**src/design/bpc_pkg.sv**
```systemverilog
// bpc_pkg: shared widths, codes and reset values for the button press classifier
// used by button_press_classifier_unit and its checker bpc_checker
// no dependencies

package bpc_pkg;

    localparam int TIME_W      = 32;  // microsecond timestamp width
    localparam int THR_W       = 24;  // width of every timing register
    localparam int EV_W        = 3;   // event code width
    localparam int CFG_IDX_W   = 3;   // register index width on the config port
    localparam int BTN_N       = 3;   // right, enter, left
    localparam int IN_TDATA_W  = 40;  // now_us, right, enter, left, padding
    localparam int OUT_TDATA_W = 8;   // event_res, padding

    // button slots in the per-button state
    localparam int BTN_RIGHT = 0;
    localparam int BTN_ENTER = 1;
    localparam int BTN_LEFT  = 2;

    // opcodes carried in tuser
    localparam logic OP_SAMPLE = 1'b0;
    localparam logic OP_EVAL   = 1'b1;

    // register indexes
    localparam logic [CFG_IDX_W-1:0] REG_SHORT_THR   = 3'd0;
    localparam logic [CFG_IDX_W-1:0] REG_LONG_THR    = 3'd1;
    localparam logic [CFG_IDX_W-1:0] REG_LONG_REPEAT = 3'd2;
    localparam logic [CFG_IDX_W-1:0] REG_QUIET       = 3'd3;

    // register reset values
    localparam logic [THR_W-1:0] RST_SHORT_THR   = 24'd100000;
    localparam logic [THR_W-1:0] RST_LONG_THR    = 24'd500000;
    localparam logic [THR_W-1:0] RST_LONG_REPEAT = 24'd500000;
    localparam logic [THR_W-1:0] RST_QUIET       = 24'd10000;

    // event codes
    localparam logic [EV_W-1:0] EV_NONE        = 3'd0;
    localparam logic [EV_W-1:0] EV_RIGHT_LONG  = 3'd1;
    localparam logic [EV_W-1:0] EV_LEFT_LONG   = 3'd2;
    localparam logic [EV_W-1:0] EV_RIGHT_SHORT = 3'd3;
    localparam logic [EV_W-1:0] EV_LEFT_SHORT  = 3'd4;
    localparam logic [EV_W-1:0] EV_ENTER_SHORT = 3'd5;

    typedef logic [TIME_W-1:0] t_time;
    typedef logic [THR_W-1:0]  t_thr;

endpackage

```
**src/design/button_press_classifier_unit.sv**
```systemverilog
// button_press_classifier_unit: short and long press classifier for three buttons
// depends on bpc_pkg

// One word is taken per clock unless an evaluate word waits in the input
// register. A word enters an input register, and from there a single stage of
// compares and 32-bit wrapping subtractions updates the per-button state (first
// seen, last seen, handled start, last long event) and, for an evaluate word,
// loads the event code into the output register. An evaluate word's result thus
// passes the input register and then the output register; a sample word gives
// no result. The state update stage is the only loop, so the sustained rate is
// one word per cycle as long as the output side keeps taking results; a stalled
// result holds back the next evaluate word and whatever queues behind it, while
// sample words ahead of that still flow past it. Events are checked in the order
// right long, left long, right short, left short, enter short, and only the
// first that passes fires.
// Timing registers are written through the config port at any time, but are
// meant to change only while no word is in flight; writes to indexes four and
// above are dropped.

module button_press_classifier_unit
    import bpc_pkg::*;
(
    input  logic                   i_clk,
    input  logic                   i_rst_n,
    // input stream
    input  logic                   s_axis_tvalid,
    output logic                   s_axis_tready,
    input  logic [IN_TDATA_W-1:0]  s_axis_tdata,  // [31:0] now_us, [32] right_down,
                                                  // [33] enter_down, [34] left_down,
                                                  // [39:35] zero
    input  logic                   s_axis_tuser,  // [0] opcode
    // result stream
    output logic                   m_axis_tvalid,
    input  logic                   m_axis_tready,
    output logic [OUT_TDATA_W-1:0] m_axis_tdata,  // [2:0] event_res, [7:3] zero
    // register write port
    input  logic                   i_cfg_valid,
    output logic                   o_cfg_ready,
    input  logic [CFG_IDX_W-1:0]   i_cfg_index,
    input  logic [THR_W-1:0]       i_cfg_data
);

    // timing registers
    t_thr r_short_thr, r_long_thr, r_long_rep, r_quiet;

    // input register
    logic             r_in_valid;
    logic             r_in_op;
    t_time            r_in_now;
    logic [BTN_N-1:0] r_in_down;

    // output register
    logic            r_out_valid;
    logic [EV_W-1:0] r_ev;

    // per-button state
    t_time r_first   [BTN_N];
    t_time r_last    [BTN_N];
    t_time r_handled [BTN_N];
    t_time r_long_t  [BTN_N];

    t_time n_first   [BTN_N];
    t_time n_last    [BTN_N];
    t_time n_handled [BTN_N];
    t_time n_long_t  [BTN_N];

    logic            stage_fire;
    logic            s_accept;
    logic [BTN_N-1:0] long_ok, short_ok, sel_long, sel_short;
    logic [EV_W-1:0] n_ev;

    assign o_cfg_ready = 1'b1;

    // an evaluate word waits only while an untaken result sits in the output register
    assign stage_fire    = r_in_valid &&
                           (r_in_op == OP_SAMPLE || !r_out_valid || m_axis_tready);
    assign s_axis_tready = i_rst_n && (!r_in_valid || stage_fire);
    assign s_accept      = s_axis_tvalid && s_axis_tready;

    assign m_axis_tvalid = r_out_valid;
    assign m_axis_tdata  = {{(OUT_TDATA_W-EV_W){1'b0}}, r_ev};

    // register writes, low 24 bits kept by the port width
    always_ff @(posedge i_clk) begin
        if (!i_rst_n) begin
            r_short_thr <= RST_SHORT_THR;
            r_long_thr  <= RST_LONG_THR;
            r_long_rep  <= RST_LONG_REPEAT;
            r_quiet     <= RST_QUIET;
        end else if (i_cfg_valid && o_cfg_ready) begin
            unique case (i_cfg_index)
                REG_SHORT_THR:   r_short_thr <= i_cfg_data;
                REG_LONG_THR:    r_long_thr  <= i_cfg_data;
                REG_LONG_REPEAT: r_long_rep  <= i_cfg_data;
                REG_QUIET:       r_quiet     <= i_cfg_data;
                default: ;
            endcase
        end
    end

    // per-button checks, all buttons in parallel
    always_comb begin
        t_time held, quiet, since_long;
        logic  active;
        for (int b = 0; b < BTN_N; b++) begin
            held       = r_last[b] - r_first[b];
            quiet      = r_in_now - r_last[b];
            since_long = r_in_now - r_long_t[b];
            active     = (r_first[b] != '0);
            long_ok[b]  = active && (held > {8'd0, r_long_thr}) &&
                          (since_long > {8'd0, r_long_rep});
            short_ok[b] = active && (quiet > {8'd0, r_quiet}) &&
                          (held > {8'd0, r_short_thr}) && (r_first[b] > r_handled[b]);
        end
    end

    // fixed priority: right long, left long, right short, left short, enter short
    always_comb begin
        sel_long  = '0;
        sel_short = '0;
        n_ev      = EV_NONE;
        if (long_ok[BTN_RIGHT]) begin
            sel_long[BTN_RIGHT] = 1'b1;
            n_ev = EV_RIGHT_LONG;
        end else if (long_ok[BTN_LEFT]) begin
            sel_long[BTN_LEFT] = 1'b1;
            n_ev = EV_LEFT_LONG;
        end else if (short_ok[BTN_RIGHT]) begin
            sel_short[BTN_RIGHT] = 1'b1;
            n_ev = EV_RIGHT_SHORT;
        end else if (short_ok[BTN_LEFT]) begin
            sel_short[BTN_LEFT] = 1'b1;
            n_ev = EV_LEFT_SHORT;
        end else if (short_ok[BTN_ENTER]) begin
            sel_short[BTN_ENTER] = 1'b1;
            n_ev = EV_ENTER_SHORT;
        end
    end

    // next state of each button
    always_comb begin
        for (int b = 0; b < BTN_N; b++) begin
            n_first[b]   = r_first[b];
            n_last[b]    = r_last[b];
            n_handled[b] = r_handled[b];
            n_long_t[b]  = r_long_t[b];
            if (r_in_op == OP_SAMPLE) begin
                if (r_in_down[b]) begin
                    // a press seen at time zero keeps the no-press mark
                    if (r_first[b] == '0) begin
                        n_first[b] = r_in_now;
                    end
                    n_last[b] = r_in_now;
                end
            end else begin
                if (sel_long[b]) begin
                    n_long_t[b]  = r_in_now;
                    n_handled[b] = r_first[b];
                end
                if (sel_short[b]) begin
                    n_handled[b] = r_first[b];
                end
                // handled press gone quiet: forget it
                if ((r_last[b] != '0) && ((r_in_now - r_last[b]) > {8'd0, r_quiet}) &&
                    (r_first[b] == n_handled[b])) begin
                    n_first[b] = '0;
                    n_last[b]  = '0;
                end
            end
        end
    end

    always_ff @(posedge i_clk) begin
        if (!i_rst_n) begin
            r_in_valid  <= 1'b0;
            r_out_valid <= 1'b0;
            for (int b = 0; b < BTN_N; b++) begin
                r_first[b]   <= '0;
                r_last[b]    <= '0;
                r_handled[b] <= '0;
                r_long_t[b]  <= '0;
            end
        end else begin
            if (s_accept) begin
                r_in_valid <= 1'b1;
            end else if (stage_fire) begin
                r_in_valid <= 1'b0;
            end

            if (stage_fire && r_in_op == OP_EVAL) begin
                r_out_valid <= 1'b1;
            end else if (m_axis_tready) begin
                r_out_valid <= 1'b0;
            end

            if (stage_fire) begin
                for (int b = 0; b < BTN_N; b++) begin
                    r_first[b]   <= n_first[b];
                    r_last[b]    <= n_last[b];
                    r_handled[b] <= n_handled[b];
                    r_long_t[b]  <= n_long_t[b];
                end
            end
        end
    end

    // payload registers, no reset
    always_ff @(posedge i_clk) begin
        if (s_accept) begin
            r_in_op              <= s_axis_tuser;
            r_in_now             <= s_axis_tdata[TIME_W-1:0];
            r_in_down[BTN_RIGHT] <= s_axis_tdata[TIME_W];
            r_in_down[BTN_ENTER] <= s_axis_tdata[TIME_W+1];
            r_in_down[BTN_LEFT]  <= s_axis_tdata[TIME_W+2];
        end
        if (stage_fire && r_in_op == OP_EVAL) begin
            r_ev <= n_ev;
        end
    end

endmodule

```
**config.mk**
```make
export PLATFORM = sky130hd
export DESIGN_NAME = button_press_classifier_unit
export DESIGN_NICKNAME = d
export VERILOG_FILES = /design/src/design/bpc_pkg.sv /design/src/design/button_press_classifier_unit.sv
export SDC_FILE = /design/constraint.sdc
export NUM_CORES = 2
export LEC_CHECK = 0
export CAP_MARGIN = 20
export CORE_AREA = 5 5 283 285
export CTS_BUF_LIST = sky130_fd_sc_hd__clkbuf_4 sky130_fd_sc_hd__clkbuf_8 sky130_fd_sc_hd__clkbuf_16
export DETAILED_ROUTE_END_ITERATION = 6
export DIE_AREA = 0 0 288 290
export DONT_BUFFER_PORTS = 1
export PLACE_DENSITY = 0.71
export SYNTH_ARGS = -nofsm -noshare
export SYNTH_HDL_FRONTEND = slang
export SYNTH_SLANG_ARGS = --single-unit
```
**constraint.sdc**
```tcl
create_clock -name i_clk -period 25.1 [get_ports i_clk]
set_clock_uncertainty 0.1 [all_clocks]
set_input_delay 2.51 -clock i_clk [delete_from_list [all_inputs] [get_ports i_clk]]
set_output_delay 2.51 -clock i_clk [all_outputs]
set_load 0.02 [all_outputs]
```
==> metrics.txt <==
vias=37.6k; Worst EP required=25.28 ns; fillcell total=7013; Cell variety after synth=85; post-CTS setup buffers=0; GRT Overall Usage=0.341; Rows=102; core outline area=77100 um^2; reg2reg start=r_in_now[8]; Layout area overhead=7.05%; hold crit path type=reg2reg; DP Worst Slack=16.76 ns; RSZ-0062 raised after global routing=no; largest net degree at the start of global routing=143; area share of and/or/nand/nor cells after synthesis=0.160; Die W=288 um; mux contribution to synthesized area=0.0103; outcome=complete, no violations; Mapped Cells=4802; count of final hold-check violations=0; YS warnings=0; Relative slew margins=0.249; static leakage=18.9 nW; Root Buffer=clkbuf_16; DP Area=43100 um^2; worst slew pin tran=1.12 ns; Pwr Density=58.6 nW/um^2; Ports=84; Final WS setup=16.47 ns; ratio of cells with drive above 1 in the final layout=0.0394; CP Data Arrival Time=8.81 ns; CTS tree=done; ys flop type=edfxtp_1; FF+latch count, synth=489; final setup TNS=0 ns; hold path start=r_long_thr[9]; maxcap violations=0; Setup crit end kind=register; total wire length=149 mm; hold path depth=2; reg2reg path depth=25; cell area after synthesis=42100 um^2; Iter 0 DRT Violations=4062; largest family of logic cells by synthesized area=compound AO/OA/AOI/OAI gates; clock sink total=489; Final nets=5399; maximum clock rate=116 MHz; Initial Util=0.546; Hold-fix buffers, CTS=0; Worst-path clk slew=0.06 ns; CP startpoint kind=register; fraction of synthesized cell area in xor and xnor cells=0.0607; Tmin final=8.63 ns; Residual DRC=0; drt first pass iters=5; most common cell after layout, fill and taps aside=ha_1; RePlAce Congestion=1.03; ys async rst share=0; kind of critical path=reg2reg; Crit. Startpoint=r_in_now[8]; Seq/Total Area, Yosys=0.325; Final ANT Viol Nets=0; Pins Over Slew Limit=0; most frequent cells in the layout=ha_1, inv_1, a21oi_1, nand2_1, edfxtp_1; Syn Area/Cell=8.77 um^2; Critical Path Fanout Max=34; period utilisation layout=0.344; Setup-failing EPs final=0; vias in the first global route=34.7k; post-CTS sizing=0; antenna violations before repair=17; Die Area=83500 um^2; H-tree levels=2; Vias per Instance=6.45; EDFF count, synth=391; Clock Path Buffers=3; first-pass GRT wire length=216 mm; Post-Synth Adder-Cell Area=0.177; CTS Buf Count=57; design area=45100 um^2; gr ovfl total=0; drt wl/cell=25.6 um; estimated wirelength of the detail-placed design=113 mm; Die Ht=290 um; Peak VDD IR=0.0000599 V; Clk Latency, worst-skew pair=0.64 ns; Synth Area in Compound Gates=0.205; IO Port Bufs=0
## flip-flops by register name, summed over array words and instances, names as in the netlist
signal / cells
r_last: 96
r_long_rep: 24
r_long_thr: 24
r_short_thr: 24
r_long_t: 64
r_in_valid: 1
r_in_down: 3
r_in_op: 1
r_handled: 96
r_ev: 3
r_quiet: 24
r_first: 96
r_in_now: 32
m_axis_tvalid: 1
## cell usage after synthesis (9+ instances only)
| library cell | instances | area share |
|---|---|---|
| xor2_1 | 143 | 0.030 |
| o2111ai_1 | 12 | 0.0025 |
| dfxtp_1 | 98 | 0.047 |
| o21a_1 | 52 | 0.0093 |
| nor2b_1 | 56 | 0.0083 |
| nor4_1 | 90 | 0.013 |
| a211oi_1 | 36 | 0.0064 |
| clkbuf_1 | 132 | 0.012 |
| o22ai_1 | 14 | 0.0021 |
| buf_2 | 12 | 0.0014 |
| o21ai_1 | 35 | 0.0042 |
| a21o_1 | 177 | 0.032 |
| mux2i_1 | 42 | 0.010 |
| and3_1 | 51 | 0.0076 |
| nand2b_1 | 41 | 0.0061 |
| inv_1 | 495 | 0.044 |
| a221oi_1 | 15 | 0.0031 |
| o31ai_1 | 21 | 0.0037 |
| nor2_1 | 252 | 0.022 |
| o21bai_1 | 33 | 0.0059 |
| or2_2 | 10 | 0.0015 |
| a31oi_1 | 27 | 0.0040 |
| xnor2_1 | 149 | 0.031 |
| edfxtp_1 | 391 | 0.28 |
| buf_4 | 10 | 0.0018 |
| nand3_1 | 104 | 0.012 |
| ha_1 | 584 | 0.17 |
| nor3_1 | 58 | 0.0069 |
| a31o_2 | 9 | 0.0019 |
| a21boi_0 | 85 | 0.015 |
| and2_1 | 56 | 0.0083 |
| o21ai_0 | 249 | 0.030 |
| a211o_1 | 13 | 0.0027 |
| and4_1 | 9 | 0.0019 |
| o211ai_1 | 63 | 0.011 |
| or3_1 | 49 | 0.0073 |
| nand4_1 | 142 | 0.021 |
| nand2_1 | 422 | 0.038 |
| a21oi_1 | 429 | 0.051 |
## metrics by stage
stage | cells | utilization | hold WS [ns] | total power, mW
finish | 5821 | 0.585 | 0.369 | 2.64
global route | 5817 | 0.585 | 0.381 | 2.76
CTS | 5815 | 0.584 | 0.367 | 2.62
detailed placement | 5713 | 0.559 | 0.359 | 1.77
global placement | 5712 | 0.559 | 0.350 | 1.75
floorplan | 4806 | - | 0.343 | 1.55
## worst max-delay path: stages (launching register included)
cell	delay (ns)
edfxtp_1	0.74
ha_1	0.58
nand2_1	0.08
nor2_1	0.13
nand2_1	0.07
a2111oi_0	0.79
o21a_1	0.32
nor2_1	0.06
nor2_1	0.13
o21ai_0	0.09
nand2b_1	0.14
a31oi_1	0.12
xnor2_1	0.20
ha_1	0.27
nand2_1	0.08
nor2_1	0.05
a2111oi_0	0.40
o31ai_1	0.20
nor3_1	0.28
o21ai_0	0.19
or4_1	0.50
or4_1	0.72
a21oi_4	0.88
a211oi_1	0.41
a211oi_4	0.30
buf_4	0.41
## area by class of cell
| cell class | instances | area, um^2 | share of cell area |
|---|---|---|---|
| inverters | 495 | 1860 | 0.0412 |
| repair buffers | 36 | 314 | 0.00697 |
| flip-flops and latches | 489 | 13700 | 0.304 |
| diodes | 4 | 10.0 | 0.000222 |
| clock inverters | 32 | 293 | 0.00650 |
| well taps | 1040 | 1300 | 0.0289 |
| clock buffers | 70 | 1620 | 0.0360 |
| multi-input cells | 3655 | 26000 | 0.576 |
## power breakdown
part / switching (mW) / internal [mW]
Clock: 0.368 / 0.492
Sequential: 0.0519 / 0.919
Combinational: 0.499 / 0.313
## metal layers
metal,vias to the layer above,part of all wire,track usage
li1,17400,-,-
met1,18000,0.41,0.456
met2,1808,0.43,0.519
met3,413,0.11,0.0872
met4,12,0.055,0.156
met5,-,0.00042,0
## final timing paths
path / end / slack [ns]
hold / removal: r_long_thr[9] / 0.37
hold reg to reg: r_long_thr[9] / 0.37
setup / recovery: r_last[0][34] / 16.47
setup reg to reg: r_last[0][34] / 16.47
## cell families after synthesis
family	Yosys count
multiplexers	43
other	2
XOR/XNOR	292
adder cells (fa/ha/maj)	592
flip-flops	489
AND/OR/NAND/NOR	1363
buffers and inverters	662
AO/OA/AOI/OAI	1359
(Power assumes the default switching activity.)
